**src/rtl/grc_pkg.sv**
```systemverilog
`default_nettype none

package grc_pkg;

    // Map geometry: a square bitmap, row-major, one bit per cell.
    localparam int POS_W     = 9;
    localparam int MAP_SIDE  = 2 ** POS_W;
    localparam int MAP_CELLS = MAP_SIDE * MAP_SIDE;
    localparam int MAP_AW    = 2 * POS_W;

    // Direction steps per turn; the quadrant folding needs a multiple of four.
    // The angle field is narrow enough that one subtraction wraps it.
    localparam int ANGLE_STEPS = 360;
    localparam int QUAD_STEPS  = ANGLE_STEPS / 4;
    localparam int ANG_W       = 9;
    localparam int QIDX_W      = $clog2(QUAD_STEPS);

    // Radius, trig magnitude (Q1.16 without sign) and the offset accumulators.
    localparam int RANGE_W = 8;
    localparam int FRAC_W  = 16;
    localparam int TRIG_W  = FRAC_W + 1;
    localparam int ACC_W   = TRIG_W + RANGE_W;
    localparam int DX_W    = ACC_W - FRAC_W;
    localparam int COORD_W = ((POS_W > DX_W) ? POS_W : DX_W) + 2;

    // Queue between the front and the back end.
    localparam int QUEUE_DEPTH = 4;
    localparam int QPTR_W      = $clog2(QUEUE_DEPTH);

    // Configuration port.
    localparam int APB_AW    = 3;
    localparam int APB_DW    = 32;
    localparam int CFG_IDX_W = APB_AW - 2;
    localparam logic [CFG_IDX_W-1:0] REG_MAX_RANGE = '0;
    localparam logic [RANGE_W-1:0]   MAX_RANGE_RESET = 8'd80;

    // Item commands.
    localparam logic CMD_WRITE = 1'b0;
    localparam logic CMD_CAST  = 1'b1;

    // Constants of the first-quadrant series evaluation.
    localparam int TAYLOR_TERMS = 10;
    localparam longint unsigned Q30_ONE     = 64'd1073741824;
    localparam longint unsigned HALF_PI_Q30 = 64'd1686629713;
    localparam longint unsigned TAYLOR_DIV_C [TAYLOR_TERMS] =
        '{64'd2, 64'd12, 64'd30, 64'd56, 64'd90, 64'd132, 64'd182, 64'd240, 64'd306, 64'd380};
    localparam longint unsigned TAYLOR_DIV_S [TAYLOR_TERMS] =
        '{64'd6, 64'd20, 64'd42, 64'd72, 64'd110, 64'd156, 64'd210, 64'd272, 64'd342, 64'd420};

    typedef logic [TRIG_W-1:0] quad_tab_t [QUAD_STEPS];

    // Work item passed from the front end to the back end.
    typedef struct packed {
        logic              cmd;
        logic [POS_W-1:0]  px;
        logic [POS_W-1:0]  py;
        logic              cell_free;
        logic [TRIG_W-1:0] cos_mag;
        logic              cos_neg;
        logic [TRIG_W-1:0] sin_mag;
        logic              sin_neg;
    } work_t;

    // Cosine or sine of each first-quadrant step, Q30 series rounded to Q16.
    // Evaluated at elaboration only.
    function automatic quad_tab_t build_quad_tab(input logic want_sin);
        quad_tab_t       tab;
        longint unsigned phi;
        longint unsigned p2;
        longint unsigned tc;
        longint unsigned ts;
        longint          ac;
        longint          sv;
        longint          pick;
        for (int j = 0; j < QUAD_STEPS; j++) begin
            phi = (HALF_PI_Q30 * longint'(4 * j)) / ANGLE_STEPS;
            p2  = (phi * phi) >> 30;
            tc  = Q30_ONE;
            ts  = phi;
            ac  = longint'(Q30_ONE);
            sv  = longint'(phi);
            for (int n = 0; n < TAYLOR_TERMS; n++) begin
                tc = ((tc * p2) >> 30) / TAYLOR_DIV_C[n];
                ts = ((ts * p2) >> 30) / TAYLOR_DIV_S[n];
                if (n % 2 == 0) begin
                    ac = ac - longint'(tc);
                    sv = sv - longint'(ts);
                end
                else begin
                    ac = ac + longint'(tc);
                    sv = sv + longint'(ts);
                end
            end
            pick = want_sin ? sv : ac;
            if (pick < 0) begin
                pick = 0;
            end
            tab[j] = TRIG_W'(($unsigned(pick) + 64'd8192) >> 14);
        end
        return tab;
    endfunction

    localparam quad_tab_t QUAD_COS = build_quad_tab(1'b0);
    localparam quad_tab_t QUAD_SIN = build_quad_tab(1'b1);

endpackage

`default_nettype wire

```
**src/rtl/grc_queue.sv**
```systemverilog
`default_nettype none

module grc_queue (
    input  wire             clk,
    input  wire             rst_n,
    input  wire             push,
    input  wire grc_pkg::work_t push_work,
    input  wire             pop,
    output logic            full,
    output logic            avail,
    output grc_pkg::work_t  head
);
    import grc_pkg::*;

    work_t             slot_reg [QUEUE_DEPTH];
    logic [QPTR_W-1:0] wr_ptr_reg;
    logic [QPTR_W-1:0] wr_ptr_next;
    logic [QPTR_W-1:0] rd_ptr_reg;
    logic [QPTR_W-1:0] rd_ptr_next;
    logic [QPTR_W:0]   count_reg;
    logic [QPTR_W:0]   count_next;

    assign full  = (count_reg == (QPTR_W + 1)'(QUEUE_DEPTH));
    assign avail = (count_reg != '0);
    assign head  = slot_reg[rd_ptr_reg];

    // Pointer and fill count update.
    always_comb
    begin
        wr_ptr_next = wr_ptr_reg;
        rd_ptr_next = rd_ptr_reg;
        count_next  = count_reg;
        if (push)
        begin
            wr_ptr_next = wr_ptr_reg + QPTR_W'(1);
        end
        if (pop)
        begin
            rd_ptr_next = rd_ptr_reg + QPTR_W'(1);
        end
        if (push && !pop)
        begin
            count_next = count_reg + (QPTR_W + 1)'(1);
        end
        else if (pop && !push)
        begin
            count_next = count_reg - (QPTR_W + 1)'(1);
        end
    end

    always_ff @(posedge clk or negedge rst_n)
    begin
        if (!rst_n)
        begin
            wr_ptr_reg <= '0;
            rd_ptr_reg <= '0;
            count_reg  <= '0;
        end
        else
        begin
            wr_ptr_reg <= wr_ptr_next;
            rd_ptr_reg <= rd_ptr_next;
            count_reg  <= count_next;
        end
    end

    // Entry storage needs no reset.
    always_ff @(posedge clk)
    begin
        if (push)
        begin
            slot_reg[wr_ptr_reg] <= push_work;
        end
    end

endmodule

`default_nettype wire

```
**config.mk**
```make
export PLATFORM = sky130hd
export DESIGN_NAME = grc_queue
export DESIGN_NICKNAME = d
export VERILOG_FILES = /design/src/rtl/grc_pkg.sv /design/src/rtl/grc_queue.sv
export SDC_FILE = /design/constraint.sdc
export NUM_CORES = 1
export LEC_CHECK = 0
export BUFFER_PORTS_ARGS = -buffer_cell sky130_fd_sc_hd__buf_2
export CAP_MARGIN = 30
export CORE_MARGIN = 2
export CORE_UTILIZATION = 30
export DETAILED_ROUTE_END_ITERATION = 8
export SYNTH_ARGS = -nofsm -noshare
export SYNTH_HDL_FRONTEND = slang
export SYNTH_SLANG_ARGS = --single-unit
```
**constraint.sdc**
```tcl
create_clock -name clk -period 3.6 [get_ports clk]
set_input_delay 0.9 -clock clk [delete_from_list [all_inputs] [get_ports clk]]
set_output_delay 0.9 -clock clk [all_outputs]
set_load 0.005 [all_outputs]
```
== Word-level counts from Yosys, hierarchy flattened ==
Memory sizes are Yosys's and may differ from the RTL's.
Index checks and enable logic that the tools add are counted.
W data, S select, Z words.

* Multiply operators: 0
* Reductions and logical operators: 6
* Eq/ne operators: 1
* Divide/modulo/power cells: 0
* $add $sub $neg: 4
* Mux-type cells: 4
* Bitwise gates (word level): 0
* Shift operators: 0
* Magnitude comparators: 0

{| class="wikitable"
|+ Operator list
! kind !! number
|-
| $mux W3 || 2
|-
| $add A2 B1 Y2 const B || 2
|-
| $add A3 B1 Y3 const B || 1
|-
| $eq A3 B3 Y1 const B || 1
|-
| $reduce_bool A3 Y1 || 1
|-
| $sub A3 B1 Y3 const B || 1
|-
| $logic_and A1 B1 Y1 || 2
|-
| $logic_not A1 Y1 || 2
|-
| $mux W1 || 2
|-
| $reduce_bool A2 Y1 || 1
|}

* Latch bits: 0
* Bits in read-only memories: 0
* Output and inout port bits: 58
* Memories: 1
* Word-level logic and storage cells: 19
* Memory bits (writable): 224
* Flip-flop bits (word level): 7

{| class="wikitable"
|+ Memories
! memory !! words !! width !! read ports !! clocked after Yosys merged registers in !! write ports !! line !! text
|-
| slot_reg || 4 || 56 || 1 || 0 || 1 || grc_queue.sv:15 || <nowiki>work_t slot_reg [QUEUE_DEPTH];</nowiki>
|}

== Depth between registers and ports, before layout ==
* Depth after elaboration: 4
* Gate-level depth with buffers: 7

== Worst setup path after synthesis ==
No wires, ideal clock.

* Kind: input -> register
* From: in push
* To: mem slot_reg[1][0] (netlist bit), enable pin
* Cell stages on the path: 1
* Path slack: 0.952 ns
* Path buffers: 0
* Data arrival time: 2.228 ns
* Cells stage by stage: and2_1

* Cells in the longest elaborated chain, start to end: 2

{| class="wikitable"
|+ RTL lines
! what !! line !! text
|-
| start, declared || grc_queue.sv:6 || <nowiki>input wire push,</nowiki>
|-
| $mux W1 || grc_queue.sv:70 || <nowiki>if (push)</nowiki>
|-
| $mux W1 (implied by the code) || grc_queue.sv:72 || <nowiki>slot_reg[wr_ptr_reg] <= push_work;</nowiki>
|-
| end, declared || grc_queue.sv:15 ||
|}

Every way passes these cells.

==> flow_summary.json <==
{
  "reg2reg_to": "slot_reg[2][6]",
  "endpoint_kind": "output port",
  "relSlewSlack_pct": 38.0,
  "synth_ff_type": "edfxtp_1",
  "drive_above_1_share_pct": 45.9,
  "antenna_found_initial": 0,
  "antenna_left": 0,
  "r2r_setup_slack_ns": 1.82,
  "die_h_um": 172,
  "io_pins": 118,
  "synth_area_leader_cell": "edfxtp_1",
  "worstSetupPathType": "register to output port",
  "core_um2": 27900,
  "layout_commonest_cell": "edfxtp_1",
  "grt-busiest-layer": "met2",
  "path_clk_slew_ns": 0.06,
  "critPathMaxFanout": 22,
  "grtUsageTotal_pct": 10.7,
  "status": "completed",
  "maxCapViolCount": 0,
  "finalSetupViolCount": 0,
  "tns_ns": 0,
  "rsz0062_at_grt": "no",
  "num_antenna_cells": 0,
  "yosys_warnings": 0,
  "gr-usage-met2_pct": 18.6,
  "crit_chain": "buf_4, mux4_2, buf_2",
  "crit_arrival_ns": 2.20,
  "die_area_um2": 29700,
  "p_leak_nw": 3.47,
  "synth.area.top_cells": "edfxtp_1 79%, mux4_2 15%, dfrtp_1 2.1%",
  "cts_buffers": 24,
  "place.gp.congestion": 0.636,
  "regToRegStartpoint": "wr_ptr_reg[0]",
  "grt_overflow": 0,
  "finalHoldViolations": 0,
  "grt_pass1_wl_um": 23800,
  "fin_total_pwr_mw": 8.13,
  "drc": 0,
  "drv_slew": 0,
  "grt_use_met3_pct": 3.04,
  "worst_pin_slew_ns": 0.929,
  "most-common-layout-cells": "224 x edfxtp_1, 117 x buf_2, 56 x mux4_2, 25 x clkbuf_16",
  "vias": 3797,
  "wl_per_cell_um": 18.5,
  "required_ns": 2.70,
  "cts_root_buffer": "clkbuf_16",
  "cts_tree": "done",
  "cts_resized": 0,
  "min_path_type": "input port to asynchronous set/reset pin",
  "cts_buffer_depth": 3,
  "rows": 61,
  "rr_worst_depth": 3,
  "timing.final.crit_period_ns": 3.10,
  "htree_num_levels": 1,
  "drtIter0Drc": 210,
  "clock_skew_ns": 0.00735,
  "vdd_drop_max_mv": 0.508,
  "grt_max_degree": 59,
  "initial_core_util_pct": 30.5,
  "ys_seq_area_share_pct": 81.2,
  "powerDensity_nw_per_um2": 792,
  "fmax_ghz": 0.322,
  "syn-instance-count": 327,
  "dp_hpwl_um": 8820,
  "synth_top_area_share_pct": 79.1,
  "dr.pass1.iters": 4,
  "ys_ff_latch": 231,
  "slowest_delay_ns": 0.71,
  "cts_setup_buffers": 0,
  "grtUsageMet1_pct": 13.1,
  "fin_nets": 528,
  "largest_reg_flops": 224,
  "async_flop_share_pct": 3.03,
  "die_w_um": 172,
  "portBuffers": 117,
  "syn_area_um2": 8500,
  "ys_types": 20,
  "numClockSinks": 231,
  "syn2layout_area_growth_pct": 20.8,
  "crit_slowest_cell": "dfrtp_2",
  "drt_wl_total_um": 15800,
  "synth_fp_nets": 393,
  "clock_latency_ns": 0.51,
  "grt_pass1_vias": 4207,
  "synth_edf_count": 224,
  "period_share_pct": 86.2,
  "cp-start-kind": "register",
  "avgSynthCellArea_um2": 26.0,
  "ctsHoldBuffers": 0,
  "routed_via_density": 4.43
}
## area by class of cell
cell class	instances	area [um2]
Clock inverter	14	101
Tap cell	378	473
Multi-Input combinational cell	79	1470
Timing Repair Buffer	122	661
Inverter	4	15.0
Fill cell	2543	17600
Clock buffer	29	641
Sequential cell	231	6910
## kinds of logic (layout without fill, tap and decap cells)
family / Yosys count / count (layout) / share of synthesized area (%)
AND/OR/NAND/NOR: 9 / 9 / 0.589
XOR/XNOR: 6 / 6 / 0.618
buffers and inverters: 17 / 169 / 1.60
AO/OA/AOI/OAI: 1 / 1 / 0.0588
flip-flops: 231 / 231 / 81.2
multiplexers: 57 / 57 / 15.0
adder cells (fa/ha/maj): 6 / 6 / 0.971
## through the flow
stage / cells / worst slack, ns / utilization (%) / hold WS, ns / instance area, um2
2_1_floorplan: 327 / 0.952 / - / 0.449 / 8500
5_1_grt: 857 / 0.377 / 36.9 / 0.205 / 10300
4_1_cts: 855 / 0.413 / 36.7 / 0.202 / 10200
3_5_place_dp: 812 / 0.967 / 34.1 / 0.511 / 9490
6_report: 857 / 0.498 / 36.9 / 0.228 / 10300
3_3_place_gp: 812 / 1.02 / 34.1 / 0.464 / 9490
## worst max path at each step
| stage | start | endpoint | slack, ns | depth (start not counted) |
|---|---|---|---|---|
| 3_5_place_dp | rd_ptr_reg[1] | head[8] | 0.97 | 3 |
| 6_report | rd_ptr_reg[1] | head[8] | 0.50 | 3 |
| 5_1_grt | rd_ptr_reg[1] | head[5] | 0.38 | 3 |
| 4_1_cts | rd_ptr_reg[1] | head[8] | 0.41 | 3 |
| 2_1_floorplan | push | slot_reg[1][0] | 0.95 | 1 |
| 3_3_place_gp | rd_ptr_reg[1] | head[8] | 1.02 | 3 |
## cell usage after synthesis (all sizes together), types with 2 or more instances
library cell / n
and2: 4
buf: 11
clkbuf: 2
dfrtp: 7
edfxtp: 224
ha: 5
inv: 4
mux4: 56
nand2: 2
xnor2: 2
xor2: 4
## where the power goes
| part | leakage [nW] | internal [mW] | total (mW) | switching, mW |
|---|---|---|---|---|
| sequential | 2.14 | 3.53 | 3.70 | 0.175 |
| clock | 0.358 | 1.34 | 2.31 | 0.971 |
| combinational | 0.970 | 1.06 | 2.12 | 1.06 |
## critical path, delay by kind of cell (launching register included)
| family | cells | cell delay, ns |
|---|---|---|
| DFF | 1 | 0.71 |
| buffers and inverters | 2 | 0.57 |
| muxes | 1 | 0.38 |
## metal layers
layer	up-vias	share of wire, %	wire [um]
met3	23	6.5	1030
li1	1665	-	-
met1	2000	43	6740
met5	-	0	0
met2	109	49	7760
met4	0	1.8	281
No activity file was read; power rests on OpenSTA's default activity.
